--- src/sv/rc5_key_trial_core_assert.svh ---
// Assertion macros shared by the key trial RTL.
// Both macros expect clk and rst_n in the scope where they are used.
`ifndef RC5_KEY_TRIAL_CORE_ASSERT_SVH
`define RC5_KEY_TRIAL_CORE_ASSERT_SVH

`ifndef SYNTHESIS

// Same-cycle implication.
`define RC5KT_ASSERT_NOW(label, ante, cons) \
    label: assert property (@(posedge clk) disable iff (!rst_n) (ante) |-> (cons)) \
        else $error("rc5 key trial: check failed");

// Next-cycle implication.
`define RC5KT_ASSERT_NEXT(label, ante, cons) \
    label: assert property (@(posedge clk) disable iff (!rst_n) (ante) |=> (cons)) \
        else $error("rc5 key trial: check failed");

`else

`define RC5KT_ASSERT_NOW(label, ante, cons)
`define RC5KT_ASSERT_NEXT(label, ante, cons)

`endif

`endif

--- src/sv/rc5kt_pkg.sv ---
`timescale 1ns / 1ps

package rc5kt_pkg;

    // Default round count
    localparam int ROUNDS_DEF = 12;

    // Key schedule magic constants
    localparam logic [31:0] MAGIC_P = 32'hB7E15163;
    localparam logic [31:0] MAGIC_Q = 32'h9E3779B9;

    // Register indexes of the write channel
    typedef enum logic [1:0] {
        REG_PLAIN_LOW   = 2'd0,
        REG_PLAIN_HIGH  = 2'd1,
        REG_CIPHER_LOW  = 2'd2,
        REG_CIPHER_HIGH = 2'd3
    } reg_index_t;

    // Per-step control handed from the schedule engine to the cipher datapath
    typedef struct packed {
        logic load;   // a final subkey is present on the subkey bus
        logic first;  // subkey 0 or 1: whitening add
        logic odd;    // odd subkey index: update B, else update A
        logic last;   // final subkey of the table
    } enc_ctl_t;

    // Left rotate by the low five bits of the amount
    function automatic logic [31:0] rotl32(input logic [31:0] x, input logic [4:0] n);
        logic [63:0] t;
        t = {x, x} << n;
        return t[63:32];
    endfunction

endpackage

--- src/sv/rc5_key_trial_core.sv ---
`timescale 1ns / 1ps
// An accepted key runs three mixing passes; the cipher result then goes to the result register.
// One item at a time, taken only in idle; the subkey table takes one mixing step a cycle.
// The final pass feeds the cipher one subkey a cycle, each the cycle after it is mixed.
// Reset (rst_n, async, active low) clears control and the four data registers to zero.
// The subkey table needs no clearing: every entry is written before it is read.

`include "rc5_key_trial_core_assert.svh"

module rc5_key_trial_core
    import rc5kt_pkg::*;
#(
    parameter int ROUNDS = ROUNDS_DEF
)
(
    input  logic        clk,
    input  logic        rst_n,
    // key item
    input  logic        s_tvalid,
    output logic        s_tready,
    input  logic [63:0] s_tdata,   // [31:0] key_low, [63:32] key_high
    // result item
    output logic        m_tvalid,
    input  logic        m_tready,
    output logic [7:0]  m_tdata,   // [0] match, [7:1] zero
    // register writes
    input  logic        cfg_valid,
    output logic        cfg_ready,
    input  logic [1:0]  cfg_index,
    input  logic [31:0] cfg_data
);

    typedef enum logic [2:0] {
        ST_IDLE = 3'b001,
        ST_BUSY = 3'b010,
        ST_HOLD = 3'b100
    } state_t;

    state_t      state_reg, state_next;
    logic        m_tvalid_reg, m_tvalid_next;
    logic        match_reg, match_next;
    logic [31:0] plain_low_reg, plain_high_reg, cipher_low_reg, cipher_high_reg;

    logic        s_accept;
    logic        out_free;
    logic        eval;
    logic        match;
    logic [31:0] sub_bus;
    enc_ctl_t    enc;

    assign s_accept  = s_tvalid && s_tready;
    assign s_tready  = (state_reg == ST_IDLE);
    assign cfg_ready = 1'b1;
    assign out_free  = !m_tvalid_reg || m_tready;

    // Hold the configured blocks
    always_ff @(posedge clk or negedge rst_n)
    begin
        if (!rst_n)
        begin
            plain_low_reg   <= '0;
            plain_high_reg  <= '0;
            cipher_low_reg  <= '0;
            cipher_high_reg <= '0;
        end
        else if (cfg_valid && cfg_ready)
        begin
            case (cfg_index)
                REG_PLAIN_LOW:   plain_low_reg   <= cfg_data;
                REG_PLAIN_HIGH:  plain_high_reg  <= cfg_data;
                REG_CIPHER_LOW:  cipher_low_reg  <= cfg_data;
                REG_CIPHER_HIGH: cipher_high_reg <= cfg_data;
                default: ;
            endcase
        end
    end

    rc5kt_sched #(
        .ROUNDS (ROUNDS)
    ) u_sched (
        .clk      (clk),
        .rst_n    (rst_n),
        .start    (s_accept),
        .key_low  (s_tdata[31:0]),
        .key_high (s_tdata[63:32]),
        .sub_out  (sub_bus),
        .enc      (enc)
    );

    rc5kt_enc u_enc (
        .clk         (clk),
        .rst_n       (rst_n),
        .enc         (enc),
        .sub_in      (sub_bus),
        .plain_low   (plain_low_reg),
        .plain_high  (plain_high_reg),
        .cipher_low  (cipher_low_reg),
        .cipher_high (cipher_high_reg),
        .eval        (eval),
        .match       (match)
    );

    // Sequence one item and park the result in the output register
    always_comb
    begin
        state_next    = state_reg;
        m_tvalid_next = m_tvalid_reg && !m_tready;
        match_next    = match_reg;
        case (state_reg)
            ST_IDLE:
            begin
                if (s_accept)
                begin
                    state_next = ST_BUSY;
                end
            end
            ST_BUSY:
            begin
                if (eval)
                begin
                    if (out_free)
                    begin
                        m_tvalid_next = 1'b1;
                        match_next    = match;
                        state_next    = ST_IDLE;
                    end
                    else
                    begin
                        state_next = ST_HOLD;
                    end
                end
            end
            ST_HOLD:
            begin
                if (out_free)
                begin
                    m_tvalid_next = 1'b1;
                    match_next    = match;
                    state_next    = ST_IDLE;
                end
            end
            default:
            begin
                state_next = ST_IDLE;
            end
        endcase
    end

    always_ff @(posedge clk or negedge rst_n)
    begin
        if (!rst_n)
        begin
            state_reg    <= ST_IDLE;
            m_tvalid_reg <= 1'b0;
        end
        else
        begin
            state_reg    <= state_next;
            m_tvalid_reg <= m_tvalid_next;
        end
    end

    always_ff @(posedge clk)
    begin
        match_reg <= match_next;
    end

    assign m_tvalid = m_tvalid_reg;
    assign m_tdata  = {7'd0, match_reg};

    `RC5KT_ASSERT_NOW(a_eval_busy, eval, state_reg == ST_BUSY)
    `RC5KT_ASSERT_NEXT(a_accept_busy, s_accept, state_reg == ST_BUSY)
    `RC5KT_ASSERT_NOW(a_hold_full, state_reg == ST_HOLD, m_tvalid_reg)
    `RC5KT_ASSERT_NOW(a_idle_no_load, state_reg == ST_IDLE, !enc.load)

endmodule

--- src/sv/rc5kt_sched.sv ---
`timescale 1ns / 1ps

`include "rc5_key_trial_core_assert.svh"

module rc5kt_sched
    import rc5kt_pkg::*;
#(
    parameter int ROUNDS = ROUNDS_DEF
)
(
    input  logic        clk,
    input  logic        rst_n,
    input  logic        start,
    input  logic [31:0] key_low,
    input  logic [31:0] key_high,
    output logic [31:0] sub_out,
    output enc_ctl_t    enc
);

    localparam int NSUB  = 2 * ROUNDS + 2;
    localparam int IDX_W = $clog2(NSUB);
    localparam logic [IDX_W-1:0] IDX_LAST = IDX_W'(NSUB - 1);
    localparam logic [1:0] PASS_SEED = 2'd0;
    localparam logic [1:0] PASS_LAST = 2'd2;

    // Subkey table
    logic [31:0] sub_mem [NSUB];
    logic [31:0] rdata_reg;

    logic             run_reg,  run_next;
    logic [IDX_W-1:0] idx_reg,  idx_next;
    logic [1:0]       pass_reg, pass_next;
    logic             j_reg,    j_next;
    logic [31:0]      a_reg,    a_next;
    logic [31:0]      b_reg,    b_next;
    logic [31:0]      l0_reg,   l0_next;
    logic [31:0]      l1_reg,   l1_next;
    logic [31:0]      seed_reg, seed_next;
    enc_ctl_t         enc_reg,  enc_next;

    logic [31:0] sub_in;
    logic [31:0] a_new;
    logic [31:0] ab_sum;
    logic [31:0] l_sel;
    logic [31:0] b_new;
    logic        wrap;

    // One mixing step: pass one takes the seeded value, later passes the table
    always_comb
    begin
        sub_in = (pass_reg == PASS_SEED) ? seed_reg : rdata_reg;
        a_new  = rotl32(sub_in + a_reg + b_reg, 5'd3);
        ab_sum = a_new + b_reg;
        l_sel  = j_reg ? l1_reg : l0_reg;
        b_new  = rotl32(l_sel + ab_sum, ab_sum[4:0]);
        wrap   = (idx_reg == IDX_LAST);
    end

    // Advance counters and mixing registers
    always_comb
    begin
        run_next  = run_reg;
        idx_next  = idx_reg;
        pass_next = pass_reg;
        j_next    = j_reg;
        a_next    = a_reg;
        b_next    = b_reg;
        l0_next   = l0_reg;
        l1_next   = l1_reg;
        seed_next = seed_reg;
        enc_next  = '0;
        if (start)
        begin
            run_next  = 1'b1;
            idx_next  = '0;
            pass_next = PASS_SEED;
            j_next    = 1'b0;
            a_next    = '0;
            b_next    = '0;
            l0_next   = key_low;
            l1_next   = key_high;
            seed_next = MAGIC_P;
        end
        else if (run_reg)
        begin
            a_next    = a_new;
            b_next    = b_new;
            j_next    = ~j_reg;
            seed_next = seed_reg + MAGIC_Q;
            if (j_reg)
            begin
                l1_next = b_new;
            end
            else
            begin
                l0_next = b_new;
            end
            idx_next = wrap ? '0 : idx_reg + 1'b1;
            if (wrap)
            begin
                pass_next = pass_reg + 2'd1;
                if (pass_reg == PASS_LAST)
                begin
                    run_next = 1'b0;
                end
            end
            // Final pass: each new subkey feeds the cipher next cycle
            enc_next.load  = (pass_reg == PASS_LAST);
            enc_next.first = (idx_reg < IDX_W'(2));
            enc_next.odd   = idx_reg[0];
            enc_next.last  = wrap;
        end
    end

    always_ff @(posedge clk or negedge rst_n)
    begin
        if (!rst_n)
        begin
            run_reg  <= 1'b0;
            idx_reg  <= '0;
            pass_reg <= PASS_SEED;
            j_reg    <= 1'b0;
            enc_reg  <= '0;
        end
        else
        begin
            run_reg  <= run_next;
            idx_reg  <= idx_next;
            pass_reg <= pass_next;
            j_reg    <= j_next;
            enc_reg  <= enc_next;
        end
    end

    // Datapath words
    always_ff @(posedge clk)
    begin
        a_reg    <= a_next;
        b_reg    <= b_next;
        l0_reg   <= l0_next;
        l1_reg   <= l1_next;
        seed_reg <= seed_next;
    end

    // Write back the mixed subkey, read the one for the next step
    always_ff @(posedge clk)
    begin
        if (run_reg)
        begin
            sub_mem[idx_reg] <= a_new;
            rdata_reg        <= sub_mem[idx_next];
        end
    end

    assign sub_out = a_reg;
    assign enc     = enc_reg;

    `RC5KT_ASSERT_NOW(a_start_idle, start, !run_reg)
    `RC5KT_ASSERT_NOW(a_rw_apart, run_reg, idx_next != idx_reg)
    `RC5KT_ASSERT_NOW(a_pass_range, run_reg, pass_reg <= PASS_LAST)
    `RC5KT_ASSERT_NEXT(a_last_stops, run_reg && wrap && (pass_reg == PASS_LAST), !run_reg)

endmodule

--- src/sv/rc5kt_enc.sv ---
`timescale 1ns / 1ps

`include "rc5_key_trial_core_assert.svh"

module rc5kt_enc
    import rc5kt_pkg::*;
(
    input  logic        clk,
    input  logic        rst_n,
    input  enc_ctl_t    enc,
    input  logic [31:0] sub_in,
    input  logic [31:0] plain_low,
    input  logic [31:0] plain_high,
    input  logic [31:0] cipher_low,
    input  logic [31:0] cipher_high,
    output logic        eval,
    output logic        match
);

    logic [31:0] ea_reg, ea_next;
    logic [31:0] eb_reg, eb_next;
    logic        eval_reg;

    // Half round per final subkey
    always_comb
    begin
        ea_next = ea_reg;
        eb_next = eb_reg;
        if (enc.load)
        begin
            if (enc.odd)
            begin
                eb_next = (enc.first ? plain_high : rotl32(eb_reg ^ ea_reg, ea_reg[4:0]))
                          + sub_in;
            end
            else
            begin
                ea_next = (enc.first ? plain_low : rotl32(ea_reg ^ eb_reg, eb_reg[4:0]))
                          + sub_in;
            end
        end
    end

    always_ff @(posedge clk)
    begin
        ea_reg <= ea_next;
        eb_reg <= eb_next;
    end

    // Flag the cycle after the last half round
    always_ff @(posedge clk or negedge rst_n)
    begin
        if (!rst_n)
        begin
            eval_reg <= 1'b0;
        end
        else
        begin
            eval_reg <= enc.load && enc.last;
        end
    end

    assign eval  = eval_reg;
    assign match = (ea_reg == cipher_low) && (eb_reg == cipher_high);

    `RC5KT_ASSERT_NOW(a_last_odd, enc.load && enc.last, enc.odd && !enc.first)
    `RC5KT_ASSERT_NEXT(a_eval_follows, enc.load && enc.last, eval)
    `RC5KT_ASSERT_NEXT(a_eval_single, eval, !eval)

endmodule

--- config.mk ---
export PLATFORM = sky130hd
export DESIGN_NAME = rc5_key_trial_core
export DESIGN_NICKNAME = d
export VERILOG_FILES = /design/src/sv/rc5kt_pkg.sv /design/src/sv/rc5_key_trial_core.sv /design/src/sv/rc5kt_sched.sv /design/src/sv/rc5kt_enc.sv
export VERILOG_INCLUDE_DIRS = /design/src /design/src/sv
export SDC_FILE = /design/constraint.sdc
export NUM_CORES = 2
export LEC_CHECK = 0
export BUFFER_PORTS_ARGS = -buffer_cell sky130_fd_sc_hd__buf_4
export CAP_MARGIN = 10
export CORE_ASPECT_RATIO = 1.25
export CORE_MARGIN = 4
export CORE_UTILIZATION = 50
export CTS_CLUSTER_DIAMETER = 30
export DETAILED_ROUTE_END_ITERATION = 12
export GPL_TIMING_DRIVEN = 0
export MAX_ROUTING_LAYER = met4
export PLACE_DENSITY = 0.66
export SETUP_SLACK_MARGIN = 0.05
export SLEW_MARGIN = 20
export SYNTH_ARGS = -nofsm -noshare
export SYNTH_HDL_FRONTEND = slang
export SYNTH_SLANG_ARGS = --single-unit
export TNS_END_PERCENT = 30
--- constraint.sdc ---
create_clock -name clk -period 19 [get_ports clk]
set_input_delay 3.8 -clock clk [delete_from_list [all_inputs] [get_ports clk]]
set_output_delay 3.8 -clock clk [all_outputs]
set_load 0.02 [all_outputs]
==> flow_summary_export.csv <==
group,metric,value,unit
cts,cts-root-buf,"clkbuf_16",
worst_setup_path,cpLargestDelayFamily,"compound AO/OA/AOI/OAI gates",
cts,path_clk_slew,0.05,ns
yosys,syn_area,65400,um2
final_layout,drive_gt1_share,14.1,%
yosys,ys.flop_type,"edfxtp_1",
timing,timing.final.max_slew_violations,0,
job,drv_cap,0,
placed_design,dp_hpwl,193000,um
cts,cts_max_level,4,
final_layout,final_nets,6762,
cts,clkLatencyLatePin,0.85,ns
yosys,postSynthAreaPerCell,10.8,um2
yosys,ys_seq_area_share,54.2,%
placed_design,gp_congestion,1.03,
yosys,ys_types,98,
die,ioPinCount,114,
die,die-area,137000,um2
detailed_routing,dr.pass1.iters,6,
detailed_routing,vias,52700,
global_route,antenna_found_initial,10,
cts,cts_hold_buf,0,
worst_setup_path,cp_slowest_stage_delay,0.98,ns
yosys,synthArstFlopShare,11.8,%
die,core_area,130000,um2
worst_setup_path,worstPathArrival,14.96,ns
global_route,grt_pass1_vias,51400,
cts,cts_tree,"yes",
global_route,grt_use_total,36.6,%
cts,cts_setup_buffers,0,
worst_setup_path,cp_common_cell,"a21oi_1",
timing,fin_setup_tns,0,ns
yosys,synth_cells,6037,
die,die_y,412,um
detailed_routing,ant_nets,0,
worst_setup_path,worstPathMaxFanout,10,
timing,maxSlewHeadroom,16.3,%
timing,clock_skew,0.0478,ns
global_route,grt_max_degree,76,
final_layout,final_cell_mix,"nand2_1 (1154), edfxtp_1 (993), nor2_1 (321), clkbuf_1 (321), a21oi_1 (258)",
yosys,synth_edf_count,993,
final_layout,area_growth,19.6,%
worst_setup_path,startpoint_type,"register",
timing,finalHoldViolations,0,
timing,period_minus_slack,14.45,ns
die,die_x,331,um
global_route,grt_pass1_wl,353000,um
cts,post_cts_resize_count,0,
global_route,gr-total-overflow,0,
worst_setup_path,crit_buf_inv,4,
final_layout,layout_commonest_cell,"nand2_1",
die,initial_core_util,50.3,%
detailed_routing,drcViolationCount,0,
placed_design,io_buffer_count,105,
yosys,yosys_warnings,0,
timing,setup_viol,0,
cts,clockBufferDepth,3,
status,status,"complete, no violations",
worst_setup_path,cp.required,19.51,ns
worst_setup_path,rr_worst_depth,43,
worst_setup_path,endpoint_kind,"register",
worst_setup_path,cp.depth,43,
worst_hold_path,hold_path_depth,1,
detailed_routing,vias_per_cell,6.28,
yosys,synth_seq_cells,1235,
die,num_rows,148,
timing,holdWs,0.506,ns
cts,cts_sinks,1235,
cts,cts_buffers,218,
detailed_routing,routedWlPerCell,29.6,um
worst_hold_path,hold_path.class,"register to register",
final_layout,largest_reg_flops,832,
detailed_routing,drt_iter0_markers,5584,
detailed_routing,wirelength,248000,um
worst_setup_path,crit_type,"register to register",
worst_setup_path,cp_slowest_cell,"a221oi_1",
timing,worst_slew_pin_slew,1.26,ns
timing,max_freq,0.0692,GHz
final_layout,regMostFlops,"u_sched.sub_mem",
timing,min_period_over_period,76.0,%
timing,rsz0062_at_grt,"no",
routing by layer:
layer  up-vias  wire length [um]  global-route usage [%]
met1     26000             90900                    41.4
met2      2689            119000                    59.8
met5         -                 0                       -
met4         0             20400                    24.6
li1      23200                 -                       -
met3       809             17700                    6.38
through the flow:
stage	utilization, %	instance area [um2]	setup slack [ns]	std cells
2_1_floorplan	-	65400	8.88	6043
3_3_place_gp	52.6	68300	3.26	7873
3_5_place_dp	54.1	70300	4.93	7966
4_1_cts	60.1	78200	4.84	8380
5_1_grt	60.2	78200	4.28	8385
6_report	60.2	78200	4.55	8388
worst paths after layout:
check	start	slack (ns)	to
min reg2reg	plain_high_reg[22]	0.51	plain_high_reg[22]
max	u_sched.pass_reg[0]	4.55	u_sched.l0_reg[17]
min	plain_high_reg[22]	0.51	plain_high_reg[22]
min in group asynchronous	rst_n	2.92	plain_low_reg[2]
max reg2reg	u_sched.pass_reg[0]	4.55	u_sched.l0_reg[17]
max in group asynchronous	rst_n	15.22	state_reg[0]
synth_stat cells (18+ instances only):
cell type,count,area share (%)
and3_1,160,1.5
nand2b_1,27,0.26
o31ai_1,58,0.67
or3_1,24,0.23
a21oi_1,260,2.0
xor2_1,143,1.9
dfxtp_1,96,2.9
nand2_1,1155,6.6
nor2b_1,18,0.17
dfrtp_1,145,5.6
o21ai_1,25,0.19
ha_1,162,3.1
o21bai_1,20,0.23
and2_1,18,0.17
edfxtp_1,993,46
nor3_1,82,0.63
o21a_1,38,0.44
mux2_2,191,3.3
nand4_1,33,0.32
fa_1,36,1.1
a311oi_1,199,2.7
mux2i_1,166,2.5
o311ai_0,37,0.50
o211ai_1,23,0.26
a31oi_1,48,0.46
nor2_1,342,2.0
mux4_2,56,1.9
clkbuf_1,303,1.7
o21ai_0,232,1.8
a211oi_1,37,0.42
buf_1,59,0.34
nor4_1,35,0.33
xnor2_1,110,1.5
a21o_1,67,0.77
inv_1,182,1.0
nand3_1,237,1.8
cell type report:
type                            instances  area [um2]
Antenna cell                            8        20.0
Buffer                                375        1450
Clock buffer                          251        5780
Clock inverter                        163        2070
Fill cell                           10500       51800
Inverter                              189         709
Multi-Input combinational cell       4244       28400
Sequential cell                      1235       35400
Tap cell                             1725        2160
Timing Repair Buffer                  198        2230
cell families (layout without fill, tap and decap cells):
logic type / count (synthesis) / after routing / share of synthesized area (%)
flip-flops: 1235 / 1235 / 54.2
AND/OR/NAND/NOR: 2164 / 2164 / 14.5
buffers and inverters: 564 / 1176 / 3.30
multiplexers: 415 / 415 / 7.80
other: 2 / 16 / 0.0115
adder cells (fa/ha/maj): 198 / 198 / 4.20
AO/OA/AOI/OAI: 1203 / 1203 / 12.6
XOR/XNOR: 256 / 256 / 3.49
Power is not shown: default switching activity piles up to over one toggle a cycle in this logic, so the estimate is an artifact.
